### src/swiss_group_probe_hash_map_defines.svh
// Assertion macros for the swiss group probe hash map.
// Included by the modules that check their own logic; no other dependencies.
`ifndef SWISS_GROUP_PROBE_HASH_MAP_DEFINES_SVH
`define SWISS_GROUP_PROBE_HASH_MAP_DEFINES_SVH
`ifndef SYNTHESIS
`define SGPH_ASSERT_IMP(lbl, ante, cons) \
    lbl: assert property (@(posedge aclk) disable iff (!aresetn) (ante) |-> (cons)) \
        else $error("sgph: implication check failed");
`define SGPH_ASSERT_NXT(lbl, ante, cons) \
    lbl: assert property (@(posedge aclk) disable iff (!aresetn) (ante) |=> (cons)) \
        else $error("sgph: next-cycle check failed");
`else
`define SGPH_ASSERT_IMP(lbl, ante, cons)
`define SGPH_ASSERT_NXT(lbl, ante, cons)
`endif
`endif

### src/sgph_pkg.sv
// Shared types, constants and helper functions of the swiss group probe hash map.
// No dependencies; used by every module of the block.
package sgph_pkg;

    localparam int GROUP_SLOTS = 16;
    localparam int NUM_GROUPS  = 64;
    localparam int SLOTS       = NUM_GROUPS * GROUP_SLOTS;
    localparam int SLOT_W      = 10;
    localparam int GRP_W       = 6;
    localparam int LANE_W      = 4;
    localparam int ROW_W       = GROUP_SLOTS * 8;
    localparam int KEY_W       = 32;
    localparam int VAL_W       = 64;
    localparam int HB_W        = 13;
    localparam int CNT_W       = 11;
    localparam int GL_W        = 3;

    localparam logic [7:0] EMPTY_MARK = 8'h80;
    localparam logic [7:0] TOMB_MARK  = 8'hFE;
    localparam logic [3:0] CAP_LOG2_RESET = 4'd10;
    localparam logic [GL_W-1:0] GL_RESET = 3'd6;

    typedef enum logic [1:0] {
        OP_LOOKUP,
        OP_INSERT,
        OP_ERASE,
        OP_CLEAR
    } sgph_op_t;

    typedef enum logic [1:0] {
        ST_OK,
        ST_NOT_FOUND,
        ST_INSERTED,
        ST_FULL
    } sgph_status_t;

    typedef enum logic [1:0] {
        CTX_INSERT,
        CTX_REHASH,
        CTX_AFTER
    } sgph_ctx_t;

    typedef enum logic [3:0] {
        S_IDLE,
        S_KRD,
        S_KCHK,
        S_KKEY,
        S_KCMP,
        S_FRD,
        S_FCHK,
        S_R1RD,
        S_R1WR,
        S_R2RD,
        S_R2CHK,
        S_R2H,
        S_SW1,
        S_SW2,
        S_SW3,
        S_DONE
    } sgph_state_t;

    typedef struct packed {
        logic                   clr;
        logic                   rd_en;
        logic [GRP_W-1:0]       rd_row;
        logic                   wr_en;
        logic [GRP_W-1:0]       wr_row;
        logic [GROUP_SLOTS-1:0] wr_be;
        logic [ROW_W-1:0]       wr_data;
    } ctrl_req_t;

    typedef struct packed {
        logic              rd_en;
        logic [SLOT_W-1:0] rd_slot;
        logic              wr_en;
        logic [SLOT_W-1:0] wr_slot;
        logic [KEY_W-1:0]  wr_key;
        logic [VAL_W-1:0]  wr_val;
        logic [HB_W-1:0]   wr_hb;
    } slot_req_t;

    typedef struct packed {
        logic [KEY_W-1:0] key;
        logic [VAL_W-1:0] val;
        logic [HB_W-1:0]  hb;
    } slot_rd_t;

    function automatic logic [LANE_W-1:0] lowest16(input logic [GROUP_SLOTS-1:0] v);
        logic [LANE_W-1:0] r;
        r = '0;
        for (int i = GROUP_SLOTS - 1; i >= 0; i--) begin
            if (v[i]) begin
                r = LANE_W'(i);
            end
        end
        return r;
    endfunction

    function automatic logic [GL_W-1:0] eff_gl(input logic [3:0] cl);
        logic [GL_W-1:0] r;
        if (cl < 4'd4) begin
            r = '0;
        end else if (cl > 4'd10) begin
            r = GL_RESET;
        end else begin
            r = GL_W'(cl - 4'd4);
        end
        return r;
    endfunction

endpackage

### src/sgph_seq.sv
// Operation sequencer: probes groups, compares keys, inserts, erases and rehashes
// in place through the control and slot stores. Depends on sgph_pkg and the defines.
`include "swiss_group_probe_hash_map_defines.svh"
module sgph_seq (
    input  logic                              aclk,
    input  logic                              aresetn,
    input  logic                              s_valid,
    output logic                              s_ready,
    input  sgph_pkg::sgph_op_t                in_op,
    input  logic [sgph_pkg::KEY_W-1:0]        in_key,
    input  logic [sgph_pkg::HB_W-1:0]         in_hash,
    input  logic [sgph_pkg::VAL_W-1:0]        in_val,
    input  logic [3:0]                        cap_log2,
    output logic                              m_valid,
    input  logic                              m_ready,
    output sgph_pkg::sgph_status_t            out_status,
    output logic [sgph_pkg::VAL_W-1:0]        out_value,
    output logic [sgph_pkg::CNT_W-1:0]        out_count,
    output sgph_pkg::ctrl_req_t               ctrl_req,
    input  logic [sgph_pkg::ROW_W-1:0]        ctrl_rd,
    output sgph_pkg::slot_req_t               slot_req,
    input  sgph_pkg::slot_rd_t                slot_rd
);
    import sgph_pkg::*;

    sgph_state_t        state_reg, state_next;
    sgph_op_t           op_reg, op_next;
    sgph_ctx_t          ctx_reg, ctx_next;
    sgph_status_t       st_reg, st_next, mst_reg, mst_next;
    logic [KEY_W-1:0]   key_reg, key_next, tk_reg, tk_next;
    logic [VAL_W-1:0]   val_reg, val_next, tv_reg, tv_next, vo_reg, vo_next;
    logic [VAL_W-1:0]   mvo_reg, mvo_next;
    logic [HB_W-1:0]    hash_reg, hash_next, tgt_reg, tgt_next, th_reg, th_next;
    logic [GL_W-1:0]    gl_reg, gl_next;
    logic [CNT_W-1:0]   live_reg, live_next, growth_reg, growth_next;
    logic [CNT_W-1:0]   mcnt_reg, mcnt_next;
    logic [GRP_W-1:0]   grp_reg, grp_next;
    logic [GRP_W:0]     step_reg, step_next;
    logic [GROUP_SLOTS-1:0] cand_reg, cand_next;
    logic [LANE_W-1:0]  j_reg, j_next;
    logic               hasemp_reg, hasemp_next, wasemp_reg, wasemp_next;
    logic [SLOT_W-1:0]  ri_reg, ri_next, ni_reg, ni_next;
    logic               mv_reg, mv_next;

    logic [GRP_W-1:0]       mask;
    logic [GRP_W:0]         ngroups;
    logic [CNT_W-1:0]       usable, half;
    logic [SLOT_W-1:0]      last_slot;
    logic [GROUP_SLOTS-1:0] match_v, empty_v, free_v;
    logic [LANE_W-1:0]      fj;
    logic [SLOT_W-1:0]      fs;
    logic                   fempty, last_step;
    logic [7:0]             cur_byte;
    logic [ROW_W-1:0]       conv_row;
    logic [GL_W-1:0]        new_gl;

    always_comb begin
        mask      = GRP_W'((7'd1 << gl_reg) - 7'd1);
        ngroups   = 7'd1 << gl_reg;
        usable    = 11'd14 << gl_reg;
        half      = 11'd7 << gl_reg;
        last_slot = SLOT_W'((11'd16 << gl_reg) - 11'd1);
        for (int j = 0; j < GROUP_SLOTS; j++) begin
            match_v[j]           = ctrl_rd[j*8 +: 8] == {1'b0, tgt_reg[6:0]};
            empty_v[j]           = ctrl_rd[j*8 +: 8] == EMPTY_MARK;
            free_v[j]            = ctrl_rd[j*8 + 7];
            conv_row[j*8 +: 8]   = ctrl_rd[j*8 + 7] ? EMPTY_MARK : TOMB_MARK;
        end
        fj        = lowest16(free_v);
        fs        = {grp_reg, fj};
        fempty    = empty_v[fj];
        last_step = step_reg == ngroups;
        cur_byte  = ctrl_rd[{ri_reg[LANE_W-1:0], 3'b000} +: 8];
        new_gl    = eff_gl(cap_log2);
    end

    always_comb begin
        state_next  = state_reg;
        op_next     = op_reg;
        ctx_next    = ctx_reg;
        st_next     = st_reg;
        mst_next    = mst_reg;
        key_next    = key_reg;
        tk_next     = tk_reg;
        val_next    = val_reg;
        tv_next     = tv_reg;
        vo_next     = vo_reg;
        mvo_next    = mvo_reg;
        hash_next   = hash_reg;
        tgt_next    = tgt_reg;
        th_next     = th_reg;
        gl_next     = gl_reg;
        live_next   = live_reg;
        growth_next = growth_reg;
        mcnt_next   = mcnt_reg;
        grp_next    = grp_reg;
        step_next   = step_reg;
        cand_next   = cand_reg;
        j_next      = j_reg;
        hasemp_next = hasemp_reg;
        wasemp_next = wasemp_reg;
        ri_next     = ri_reg;
        ni_next     = ni_reg;
        mv_next     = mv_reg && !m_ready;
        ctrl_req    = '0;
        slot_req    = '0;
        s_ready     = state_reg == S_IDLE;

        case (state_reg)
            S_IDLE: begin
                if (s_valid) begin
                    op_next   = in_op;
                    key_next  = in_key;
                    hash_next = in_hash;
                    val_next  = in_val;
                    tgt_next  = in_hash;
                    st_next   = ST_OK;
                    vo_next   = '0;
                    grp_next  = in_hash[HB_W-1:7] & mask;
                    step_next = 7'd1;
                    if (in_op == OP_CLEAR) begin
                        gl_next      = new_gl;
                        live_next    = '0;
                        growth_next  = 11'd14 << new_gl;
                        ctrl_req.clr = 1'b1;
                        state_next   = S_DONE;
                    end else begin
                        state_next = S_KRD;
                    end
                end
            end
            S_KRD: begin
                ctrl_req.rd_en  = 1'b1;
                ctrl_req.rd_row = grp_reg;
                state_next      = S_KCHK;
            end
            S_KCHK: begin
                hasemp_next = |empty_v;
                if (|match_v) begin
                    cand_next  = match_v;
                    state_next = S_KKEY;
                end else if ((|empty_v) || last_step) begin
                    if (op_reg == OP_INSERT) begin
                        grp_next   = hash_reg[HB_W-1:7] & mask;
                        step_next  = 7'd1;
                        tgt_next   = hash_reg;
                        ctx_next   = CTX_INSERT;
                        state_next = S_FRD;
                    end else begin
                        st_next    = ST_NOT_FOUND;
                        state_next = S_DONE;
                    end
                end else begin
                    grp_next   = (grp_reg + step_reg[GRP_W-1:0]) & mask;
                    step_next  = step_reg + 7'd1;
                    state_next = S_KRD;
                end
            end
            S_KKEY: begin
                j_next               = lowest16(cand_reg);
                cand_next            = cand_reg & ~(16'(1) << lowest16(cand_reg));
                slot_req.rd_en       = 1'b1;
                slot_req.rd_slot     = {grp_reg, lowest16(cand_reg)};
                state_next           = S_KCMP;
            end
            S_KCMP: begin
                if (slot_rd.key == key_reg) begin
                    state_next = S_DONE;
                    case (op_reg)
                        OP_LOOKUP: begin
                            vo_next = slot_rd.val;
                        end
                        OP_INSERT: begin
                            slot_req.wr_en   = 1'b1;
                            slot_req.wr_slot = {grp_reg, j_reg};
                            slot_req.wr_key  = key_reg;
                            slot_req.wr_val  = val_reg;
                            slot_req.wr_hb   = slot_rd.hb;
                        end
                        default: begin
                            ctrl_req.wr_en   = 1'b1;
                            ctrl_req.wr_row  = grp_reg;
                            ctrl_req.wr_be   = 16'(1) << j_reg;
                            ctrl_req.wr_data = {GROUP_SLOTS{hasemp_reg ? EMPTY_MARK
                                                                       : TOMB_MARK}};
                            if (hasemp_reg) begin
                                growth_next = growth_reg + 11'd1;
                            end
                            if (live_reg != '0) begin
                                live_next = live_reg - 11'd1;
                            end
                        end
                    endcase
                end else if (cand_reg != '0) begin
                    state_next = S_KKEY;
                end else if (hasemp_reg || last_step) begin
                    if (op_reg == OP_INSERT) begin
                        grp_next   = hash_reg[HB_W-1:7] & mask;
                        step_next  = 7'd1;
                        tgt_next   = hash_reg;
                        ctx_next   = CTX_INSERT;
                        state_next = S_FRD;
                    end else begin
                        st_next    = ST_NOT_FOUND;
                        state_next = S_DONE;
                    end
                end else begin
                    grp_next   = (grp_reg + step_reg[GRP_W-1:0]) & mask;
                    step_next  = step_reg + 7'd1;
                    state_next = S_KRD;
                end
            end
            S_FRD: begin
                ctrl_req.rd_en  = 1'b1;
                ctrl_req.rd_row = grp_reg;
                state_next      = S_FCHK;
            end
            S_FCHK: begin
                if (!(|free_v) && !last_step) begin
                    grp_next   = (grp_reg + step_reg[GRP_W-1:0]) & mask;
                    step_next  = step_reg + 7'd1;
                    state_next = S_FRD;
                end else if (ctx_reg == CTX_REHASH) begin
                    if (!(|free_v) || fs[SLOT_W-1:LANE_W] == ri_reg[SLOT_W-1:LANE_W]) begin
                        ctrl_req.wr_en   = 1'b1;
                        ctrl_req.wr_row  = ri_reg[SLOT_W-1:LANE_W];
                        ctrl_req.wr_be   = 16'(1) << ri_reg[LANE_W-1:0];
                        ctrl_req.wr_data = {GROUP_SLOTS{1'b0, tgt_reg[6:0]}};
                        if (ri_reg == last_slot) begin
                            growth_next = usable - live_reg;
                            grp_next    = hash_reg[HB_W-1:7] & mask;
                            step_next   = 7'd1;
                            tgt_next    = hash_reg;
                            ctx_next    = CTX_AFTER;
                            state_next  = S_FRD;
                        end else begin
                            ri_next    = ri_reg + 10'd1;
                            state_next = S_R2RD;
                        end
                    end else begin
                        ni_next          = fs;
                        wasemp_next      = fempty;
                        slot_req.rd_en   = 1'b1;
                        slot_req.rd_slot = fs;
                        state_next       = S_SW1;
                    end
                end else if (!(|free_v)) begin
                    st_next    = ST_FULL;
                    state_next = S_DONE;
                end else if (ctx_reg == CTX_INSERT && growth_reg == '0 && fempty) begin
                    if (live_reg >= half) begin
                        st_next    = ST_FULL;
                        state_next = S_DONE;
                    end else begin
                        ri_next    = '0;
                        state_next = S_R1RD;
                    end
                end else begin
                    if (fempty && growth_reg != '0) begin
                        growth_next = growth_reg - 11'd1;
                    end
                    ctrl_req.wr_en   = 1'b1;
                    ctrl_req.wr_row  = grp_reg;
                    ctrl_req.wr_be   = 16'(1) << fj;
                    ctrl_req.wr_data = {GROUP_SLOTS{1'b0, hash_reg[6:0]}};
                    slot_req.wr_en   = 1'b1;
                    slot_req.wr_slot = fs;
                    slot_req.wr_key  = key_reg;
                    slot_req.wr_val  = val_reg;
                    slot_req.wr_hb   = hash_reg;
                    live_next        = live_reg + 11'd1;
                    st_next          = ST_INSERTED;
                    state_next       = S_DONE;
                end
            end
            S_R1RD: begin
                ctrl_req.rd_en  = 1'b1;
                ctrl_req.rd_row = ri_reg[GRP_W-1:0];
                state_next      = S_R1WR;
            end
            S_R1WR: begin
                ctrl_req.wr_en   = 1'b1;
                ctrl_req.wr_row  = ri_reg[GRP_W-1:0];
                ctrl_req.wr_be   = '1;
                ctrl_req.wr_data = conv_row;
                if (ri_reg[GRP_W-1:0] == mask) begin
                    ri_next    = '0;
                    state_next = S_R2RD;
                end else begin
                    ri_next    = ri_reg + 10'd1;
                    state_next = S_R1RD;
                end
            end
            S_R2RD: begin
                ctrl_req.rd_en  = 1'b1;
                ctrl_req.rd_row = ri_reg[SLOT_W-1:LANE_W];
                state_next      = S_R2CHK;
            end
            S_R2CHK: begin
                if (cur_byte == TOMB_MARK) begin
                    slot_req.rd_en   = 1'b1;
                    slot_req.rd_slot = ri_reg;
                    state_next       = S_R2H;
                end else if (ri_reg == last_slot) begin
                    growth_next = usable - live_reg;
                    grp_next    = hash_reg[HB_W-1:7] & mask;
                    step_next   = 7'd1;
                    tgt_next    = hash_reg;
                    ctx_next    = CTX_AFTER;
                    state_next  = S_FRD;
                end else begin
                    ri_next    = ri_reg + 10'd1;
                    state_next = S_R2RD;
                end
            end
            S_R2H: begin
                tk_next    = slot_rd.key;
                tv_next    = slot_rd.val;
                th_next    = slot_rd.hb;
                tgt_next   = slot_rd.hb;
                grp_next   = slot_rd.hb[HB_W-1:7] & mask;
                step_next  = 7'd1;
                ctx_next   = CTX_REHASH;
                state_next = S_FRD;
            end
            S_SW1: begin
                slot_req.wr_en   = 1'b1;
                slot_req.wr_slot = ni_reg;
                slot_req.wr_key  = tk_reg;
                slot_req.wr_val  = tv_reg;
                slot_req.wr_hb   = th_reg;
                tk_next          = slot_rd.key;
                tv_next          = slot_rd.val;
                th_next          = slot_rd.hb;
                state_next       = S_SW2;
            end
            S_SW2: begin
                slot_req.wr_en   = 1'b1;
                slot_req.wr_slot = ri_reg;
                slot_req.wr_key  = tk_reg;
                slot_req.wr_val  = tv_reg;
                slot_req.wr_hb   = th_reg;
                ctrl_req.wr_en   = 1'b1;
                ctrl_req.wr_row  = ni_reg[SLOT_W-1:LANE_W];
                ctrl_req.wr_be   = 16'(1) << ni_reg[LANE_W-1:0];
                ctrl_req.wr_data = {GROUP_SLOTS{1'b0, tgt_reg[6:0]}};
                state_next       = S_SW3;
            end
            S_SW3: begin
                if (!wasemp_reg) begin
                    state_next = S_R2RD;
                end else begin
                    ctrl_req.wr_en   = 1'b1;
                    ctrl_req.wr_row  = ri_reg[SLOT_W-1:LANE_W];
                    ctrl_req.wr_be   = 16'(1) << ri_reg[LANE_W-1:0];
                    ctrl_req.wr_data = {GROUP_SLOTS{EMPTY_MARK}};
                    if (ri_reg == last_slot) begin
                        growth_next = usable - live_reg;
                        grp_next    = hash_reg[HB_W-1:7] & mask;
                        step_next   = 7'd1;
                        tgt_next    = hash_reg;
                        ctx_next    = CTX_AFTER;
                        state_next  = S_FRD;
                    end else begin
                        ri_next    = ri_reg + 10'd1;
                        state_next = S_R2RD;
                    end
                end
            end
            S_DONE: begin
                if (!mv_reg || m_ready) begin
                    mv_next    = 1'b1;
                    mst_next   = st_reg;
                    mvo_next   = vo_reg;
                    mcnt_next  = live_reg;
                    state_next = S_IDLE;
                end
            end
            default: begin
                state_next = S_IDLE;
            end
        endcase
    end

    always_ff @(posedge aclk) begin
        if (!aresetn) begin
            state_reg  <= S_IDLE;
            gl_reg     <= GL_RESET;
            live_reg   <= '0;
            growth_reg <= 11'd14 << GL_RESET;
            mv_reg     <= 1'b0;
        end else begin
            state_reg  <= state_next;
            gl_reg     <= gl_next;
            live_reg   <= live_next;
            growth_reg <= growth_next;
            mv_reg     <= mv_next;
        end
    end

    always_ff @(posedge aclk) begin
        op_reg     <= op_next;
        ctx_reg    <= ctx_next;
        st_reg     <= st_next;
        mst_reg    <= mst_next;
        key_reg    <= key_next;
        tk_reg     <= tk_next;
        val_reg    <= val_next;
        tv_reg     <= tv_next;
        vo_reg     <= vo_next;
        mvo_reg    <= mvo_next;
        hash_reg   <= hash_next;
        tgt_reg    <= tgt_next;
        th_reg     <= th_next;
        mcnt_reg   <= mcnt_next;
        grp_reg    <= grp_next;
        step_reg   <= step_next;
        cand_reg   <= cand_next;
        j_reg      <= j_next;
        hasemp_reg <= hasemp_next;
        wasemp_reg <= wasemp_next;
        ri_reg     <= ri_next;
        ni_reg     <= ni_next;
    end

    assign m_valid    = mv_reg;
    assign out_status = mst_reg;
    assign out_value  = mvo_reg;
    assign out_count  = mcnt_reg;

    `SGPH_ASSERT_IMP(a_budget, (state_reg == S_IDLE), ((12'(live_reg) + 12'(growth_reg)) <= 12'(usable)))
    `SGPH_ASSERT_NXT(a_busy_after_accept, (s_valid && s_ready), (!s_ready))
    `SGPH_ASSERT_IMP(a_idle_no_write, (state_reg == S_IDLE), (!ctrl_req.wr_en && !slot_req.wr_en))

endmodule

### config.mk
export PLATFORM = sky130hd
export DESIGN_NAME = sgph_seq
export DESIGN_NICKNAME = d
export VERILOG_FILES = /design/src/sgph_pkg.sv /design/src/sgph_seq.sv
export VERILOG_INCLUDE_DIRS = /design/src /design/src/src
export SDC_FILE = /design/constraint.sdc
export NUM_CORES = 1
export LEC_CHECK = 0
export BUFFER_PORTS_ARGS = -buffer_cell sky130_fd_sc_hd__buf_2
export CORE_AREA = 2 2 280 282
export CTS_CLUSTER_SIZE = 28
export DETAILED_ROUTE_END_ITERATION = 7
export DIE_AREA = 0 0 282 284
export MAX_ROUTING_LAYER = met4
export PLACE_DENSITY = 0.67
export SLEW_MARGIN = 20
export SYNTH_ARGS = -nofsm -noshare
export SYNTH_HDL_FRONTEND = slang
export SYNTH_SLANG_ARGS = --single-unit
### constraint.sdc
create_clock -name aclk -period 12 [get_ports aclk]
set_clock_uncertainty 0.2 [all_clocks]
set_input_delay 1.2 -clock aclk [delete_from_list [all_inputs] [get_ports aclk]]
set_output_delay 1.2 -clock aclk [all_outputs]
set_load 0.02 [all_outputs]
==> results.md, run 1 <==
- Sw power: 2.51 mW
- Int Pwr: 3.87 mW
- Sw frac: 39.4%
- Placed Cells incl. Taps: 3,945
- GP Congestion: 0.984
- Avg Cell Area, Syn: 10.9 um^2
- DRC viols: 0
- Crit start category: input port
- PD cells: 203 mW/mm^2
- Slowest cell on crit path: buf_4
- M1 WL: 41,500 um
- Highest routed layer: met4
- Post-synth EDFFs: 427
- Logic pwr share: 35.3%
- Die X: 282 um
- Clock-pin transition on the worst setup and hold timing paths: 0.06 ns
- RSZ-0062 raised after global routing: false
- Vias in the first global route: 21,500
- Setup TNS: 0 ns
- CTS H-tree depth: 2
- Post-route ant nets: 0
- Grt ovf: 0
- Synth area leaders: edfxtp_1, xor2_1, nand2_1
- Mapped Area: 0.0252 mm^2
- Setup Viol. Count Final: 0
- CTS tree: yes
- Vias: 22,900
- WL final: 108,000 um
- P_leak: 13.5 nW
- Final hold vios: 0
- FF+latch count, synth: 457
- Critical-path cell list: buf_2, nor4_1, nand2_1, a21oi_1, a21o_1, o32a_1, clkinv_2, a211oi_4, buf_4, or2_4, buf_4, a22o_1, buf_2
- Largest fanout on the critical path: 66
- Filler instances: 7,484
- CTS max path bufs: 3
- Rel. slew slack: 18.4%
- Hold Path Class: reg2reg
- Ports: 725
- Worst EP required: 10.60 ns
- Cts repair resizes: 0
- IO Port Bufs: 724
- Worst stage delay on the critical path: 0.67 ns
- Yosys Warn Count: 0
- Vias per Instance: 5.63
- Leading area contributor after synthesis: edfxtp_1
- Largest net degree at the start of global routing: 103
- Layout cells sized above 1: 29.5%
- # nets final: 3,361
- CP endpoint kind: output pin
- First-pass GRT wire length: 152,000 um
- TritonRoute pass-1 iters: 8
- Max Cap Violations: 0
- Part of the power in registers: 39.1%
- Fmax: 138 MHz
- Global-route usage over all layers: 26.7%
- Slew of the pin with the lowest slew margin: 1.22 ns
- WL met2: 50,600 um
- Cell variety after synth: 87
- Commonest non-fill, non-tap cell in the layout: buf_2
- Clock period minus worst slack: 7.24 ns
- Async SR Flop Fraction: 0%
- Mapped Nets: 2,708
- Syn Inst Count: 2,305
- Clock sinks: 457
- Final Max Tran Viols: 0
- Area delta synth->final: 24.9%
- VDD IR max: 0.135 mV
- Num CTS Buffers: 51
- Main flop type after synthesis: edfxtp_1
- Final worst-path cycle share: 60.4%
- Layout Cells excl Fill: 4,068
- Routed length on met3: 11,600 um
- Hold buffer count at CTS: 0
- Clk network pwr share: 25.7%
- Die Height: 284 um
- Arr. time, crit path: 5.84 ns
- Placeable Area: 0.0770 mm^2
- Full die area: 0.0801 mm^2
- Initial antenna violation count: 30
- Row cnt: 102
- Initial DRC Count: 2,359
- Worst skew pair latency: 0.62 ns
- Initial Utilization: 32.8%
- DP Wirelength: 83,100 um
- Commonest cells after routing, fill and taps aside: buf_2, edfxtp_1, nand2_1
- Area fraction of the dominant cell type after synthesis: 50.9%
- CTS root buf: clkbuf_16
- Register area share after synthesis: 53.2%
- Critical path type: in2out
- Routed wire per std cell: 26.7 um
- Status: finished, final reports clean
- Postcts setup bufs: 0
-- per-stage QoR --
step                      hold WS (ns)  worst slack, ns  utilization, %  cell area, um^2  power (mW)
final                            0.214             4.76            40.9            31500        6.38
after floorplan                  0.200             2.33               -            25200        3.89
after global placement           0.200             4.96            38.5            29700        4.71
after detailed placement         0.205             4.89            38.5            29700        4.72
after global routing             0.219             4.54            40.9            31500        6.67
after CTS                        0.214             4.86            40.8            31400        6.37
-- worst max-delay path: cells and delay by family --
family                 cells  cell delay [ns]
AO/OA/AOI/OAI              5             1.39
AND/OR/NAND/NOR            3             1.48
buffers and inverters      5             1.63
-- power groups by stage --
stage	registers (mW)	logic, mW	clock network (mW)
after floorplan	2.32	1.57	0
after global placement	2.51	2.19	0
after detailed placement	2.51	2.21	0
after CTS	2.48	2.22	1.67
after global routing	2.52	2.43	1.72
final	2.49	2.25	1.64
-- Yosys cell counts, types with 42 or more instances --
cell	n
a21oi_1	74
a22o_1	105
and3_1	86
clkbuf_1	86
edfxtp_1	427
ha_1	44
inv_1	79
nand2_1	259
nand3_1	49
nor2_1	113
nor3_1	42
nor4_1	58
o21ai_0	87
xnor2_1	62
xor2_1	128
-- final timing paths --
kind	slack (ns)	start	to	cells past startpoint
hold reg to reg	0.21	vo_reg[63]	out_value[63]	0
setup reg to reg	7.16	gl_reg[2]	ctx_reg[0]	11
setup / recovery	4.76	ctrl_rd[47]	slot_req[77]	13
hold / removal	0.21	vo_reg[63]	out_value[63]	0
-- final cells by class --
| type | count | area (um^2) | share of cell area, % |
|---|---|---|---|
| inverter | 86 | 324 | 1.03 |
| clock inverter | 37 | 438 | 1.39 |
| multi-input combinational | 1597 | 10700 | 33.9 |
| timing repair buffer | 765 | 3940 | 12.5 |
| antenna | 27 | 67.6 | 0.215 |
| clock buffer | 59 | 1330 | 4.21 |
| tap | 1040 | 1300 | 4.13 |
| sequential | 457 | 13400 | 42.6 |
-- cell families (layout without fill, tap and decap cells) --
logic type               count (synthesis)  after routing  share of synthesized area [%]
AND/OR/NAND/NOR                        785            785                           15.9
flip-flops                             457            457                           53.2
buffers and inverters                  251            947                           4.65
adder cells (fa/ha/maj)                 48             48                           2.46
other                                    0             27                              0
multiplexers                            28             28                           1.12
XOR/XNOR                               190            190                           6.60
AO/OA/AOI/OAI                          546            546                           16.1
-- routing by layer --
layer / global-route usage [%] / vias to the layer above
met2: 41.8 / 1425
met3: 6.96 / 198
met4: 11.3 / 0
met1: 32.6 / 11100
li1: - / 10100
met5: - / -
No activity file was read; power rests on OpenSTA's default activity.
==> inputs of run 2 (changes only) <==
- CORE_AREA: 2 2 280 282 -> 2 2 285 287
- DIE_AREA: 0 0 282 284 -> 0 0 287 289
- clock period: 12 -> 5.9 ns (I/O delays scaled with it)
==> run 2 against run 1 <==
  * Worst hold slack worse by 0.18 ns
  * Die area up 3.6%
  * Via count grew 5.0%
  * Largest power group unchanged
==> results.md, run 2 (synthesis gave the netlist of run 1 again) <==
- Status: finished, final reports clean
- Final worst-path cycle share: 91.9%
- Commonest cells after routing, fill and taps aside: buf_2, edfxtp_1, nand2_1
- Placed Cells incl. Taps: 3,987 (+1.1%)
- CTS H-tree depth: 2 (unchanged)
- Hold Path Cell Cnt: 1 (+1)
- TritonRoute pass-1 iters: 8 (unchanged)
- Fmax: 184 MHz
- Vias per Instance: 5.58 (-0.89%)
- # nets final: 3,595 (+7.0%)
- PD cells: 391 mW/mm^2 (+93%)
- Hold Path Class: in2reg
- Row cnt: 104 (+2.0%)
- Logic pwr share: 36.6% (+1.3 points)
- Highest routed layer: met4
- Placeable Area: 0.0799 mm^2 (+3.8%)
- Final worst slack: 0.477 ns (-4.28 ns)
- Critical-path cell list: dlygate4sd3_1, buf_2, xnor2_1, nand4_1, nor4_1, and2_1, nand2_1, or3_1, a21boi_1, nand2_1, buf_2
- Die X: 287 um (+1.8%)
- Worst stage delay on the critical path: 0.86 ns (+0.19 ns)
- Crit start category: input port
- Reg2reg path depth: 11 (unchanged)
- Routed wire per std cell: 26.2 um (-1.9%)
- Sw frac: 39.8% (+0.36 points)
- Layout cells sized above 1: 28.0% (-1.5 points)
- Die Height: 289 um (+1.8%)
- GP Congestion: 1.02 (+3.3%)
- Sw power: 5.26 mW (+110%)
- Initial DRC Count: 2,800 (+19%)
- Initial Utilization: 31.6% (-1.2 points)
- Full die area: 0.0829 mm^2 (+3.6%)
- Clk network pwr share: 25.3% (-0.4 points)
- Hold Path Sink: tv_reg[21]
- Global-route usage over all layers: 26.4% (-0.34 points)
- CTS root buf: clkbuf_16
- Multi-input logic area: 0.0107 mm^2 (about the same)
- Largest net degree at the start of global routing: 110 (+6.8%)
- CTS max path bufs: 3 (unchanged)
- Initial antenna violation count: 14 (-53%)
- Final total power: 13.2 mW (+110%)
- P_leak: 14.5 nW (+7.3%)
- Arr. time, crit path: 4.63 ns (-1.21 ns)
- DRC viols: 0 (unchanged)
- Slew of the pin with the lowest slew margin: 1.22 ns (-0.00185 ns)
- VDD IR max: 0.297 mV (+120%)
- Ports: 725 (unchanged)
- M1 WL: 43,100 um (+3.9%)
- Commonest non-fill, non-tap cell in the layout: buf_2
- Setup Viol. Count Final: 0 (unchanged)
- Largest fanout on the critical path: 17 (-74%)
- IO Port Bufs: 724 (unchanged)
- Clock period minus worst slack: 5.42 ns
- CP endpoint kind: output pin
- Worst EP required: 5.11 ns (-5.49 ns)
- Num CTS Buffers: 51 (unchanged)
- Vias in the first global route: 22,900 (+6.5%)
- Place WS: 0.689 ns (-4.20 ns)
- WL met2: 53,800 um (+6.3%)
- CTS tree: yes
- Reg-to-reg critical path startpoint: gl_reg[2]
- Routed length on met3: 11,100 um (-4.8%)
- Max Cap Violations: 0 (unchanged)
- FF+latch area: 0.0134 mm^2 (unchanged)
- Filler instances: 7,546 (+0.83%)
- Critical R2R Capture: ctx_reg[0]
- Rel. slew slack: 18.3% (-0.050 points)
- WL final: 113,000 um (+3.9%)
- Layout Cells excl Fill: 4,309 (+5.9%)
- Clock sinks: 457 (unchanged)
- First-pass GRT wire length: 157,000 um (+3.3%)
- Vias: 24,000 (+5.0%)
- Clock-pin transition on the worst setup and hold timing paths: 0.06 ns (about the same)
- Post-route ant nets: 0 (unchanged)
- RSZ-0062 raised after global routing: false
- Int Pwr: 7.96 mW (+110%)
- Critical path type: in2out
- Slowest cell on crit path: nor4_1
- DP Wirelength: 82,800 um (-0.36%)
- Final Max Tran Viols: 0 (unchanged)
- Hold Startpoint: slot_rd[34]
- Area delta synth->final: 34.0%
- R2R Setup Slk: 1.35 ns (-5.81 ns)
- Setup TNS: 0 ns (unchanged)
- Part of the power in registers: 38.1% (-1.0 points)
- Final hold vios: 0 (unchanged)
- Worst skew pair latency: 0.62 ns (about the same)
- Critical path origin: slot_rd[97]
- Grt ovf: 0 (unchanged)
==> run 2: cell count changes in the layout (fill, tap and decap cells not counted), sizes merged <==
cell / change
buf: +22
bufinv: -3
clkbuf: +8
clkinv: -7
clkinvlp: +2
diode: -12
dlygate4sd3: +212
inv: -1
==> run 2: metal layers <==
metal	vias up	track usage [%]
li1	10600	-
met1	11700	31.6
met2	1479	42.5
met3	248	6.33
met4	0	11.1
met5	-	-
==> run 2: worst max-delay path by stage <==
stage	to	slack [ns]
finish	ctrl_req[66]	0.48
global placement	slot_req[45]	0.81
detailed placement	slot_req[49]	0.69
global route	ctrl_req[69]	0.39
CTS	ctrl_req[106]	0.55
floorplan	out_count[0]	0.30
==> run 2: critical path: cells and delay by family <==
kind	cells	cell delay, ns
xor+xnor	1	0.20
buf+inv	3	0.90
compound gates	1	0.46
simple gates	6	2.46
==> run 2: cell type report <==
cell class              count  share of cell area, %
diodes                     15                  0.111
clock buffers              67                   4.23
clock inverters            28                  0.944
inverters                  86                  0.959
multi-input cells        1597                   31.6
flip-flops and latches    457                   39.7
well taps                1060                   3.93
repair buffers            999                   18.5
==> run 2: repair_timing <==
action | in CTS | in global routing
buffers inserted | 0 | 0
gates resized for setup | 0 | 0
hold endpoints to repair | 212 | 0
hold buffers | 212 | 0
==> run 2: power by group through the flow <==
stage / clock [mW] / sequential [mW] / combinational (mW)
2_1_floorplan: 0 / 4.69 / 3.19
3_3_place_gp: 0 / 5.04 / 4.63
3_5_place_dp: 0 / 5.06 / 4.64
4_1_cts: 3.37 / 5.00 / 4.78
5_1_grt: 3.50 / 5.09 / 5.20
6_report: 3.34 / 5.04 / 4.84
==> run 2: metrics by stage <==
stage / hold WS (ns) / instance area [um^2] / util [%]
floorplan: 0.200 / 25200 / -
global placement: 0.200 / 29900 / 37.4
detailed placement: 0.205 / 29900 / 37.4
CTS: 0.000383 / 33700 / 42.2
global route: 0.00929 / 33800 / 42.3
finish: 0.0354 / 33800 / 42.3
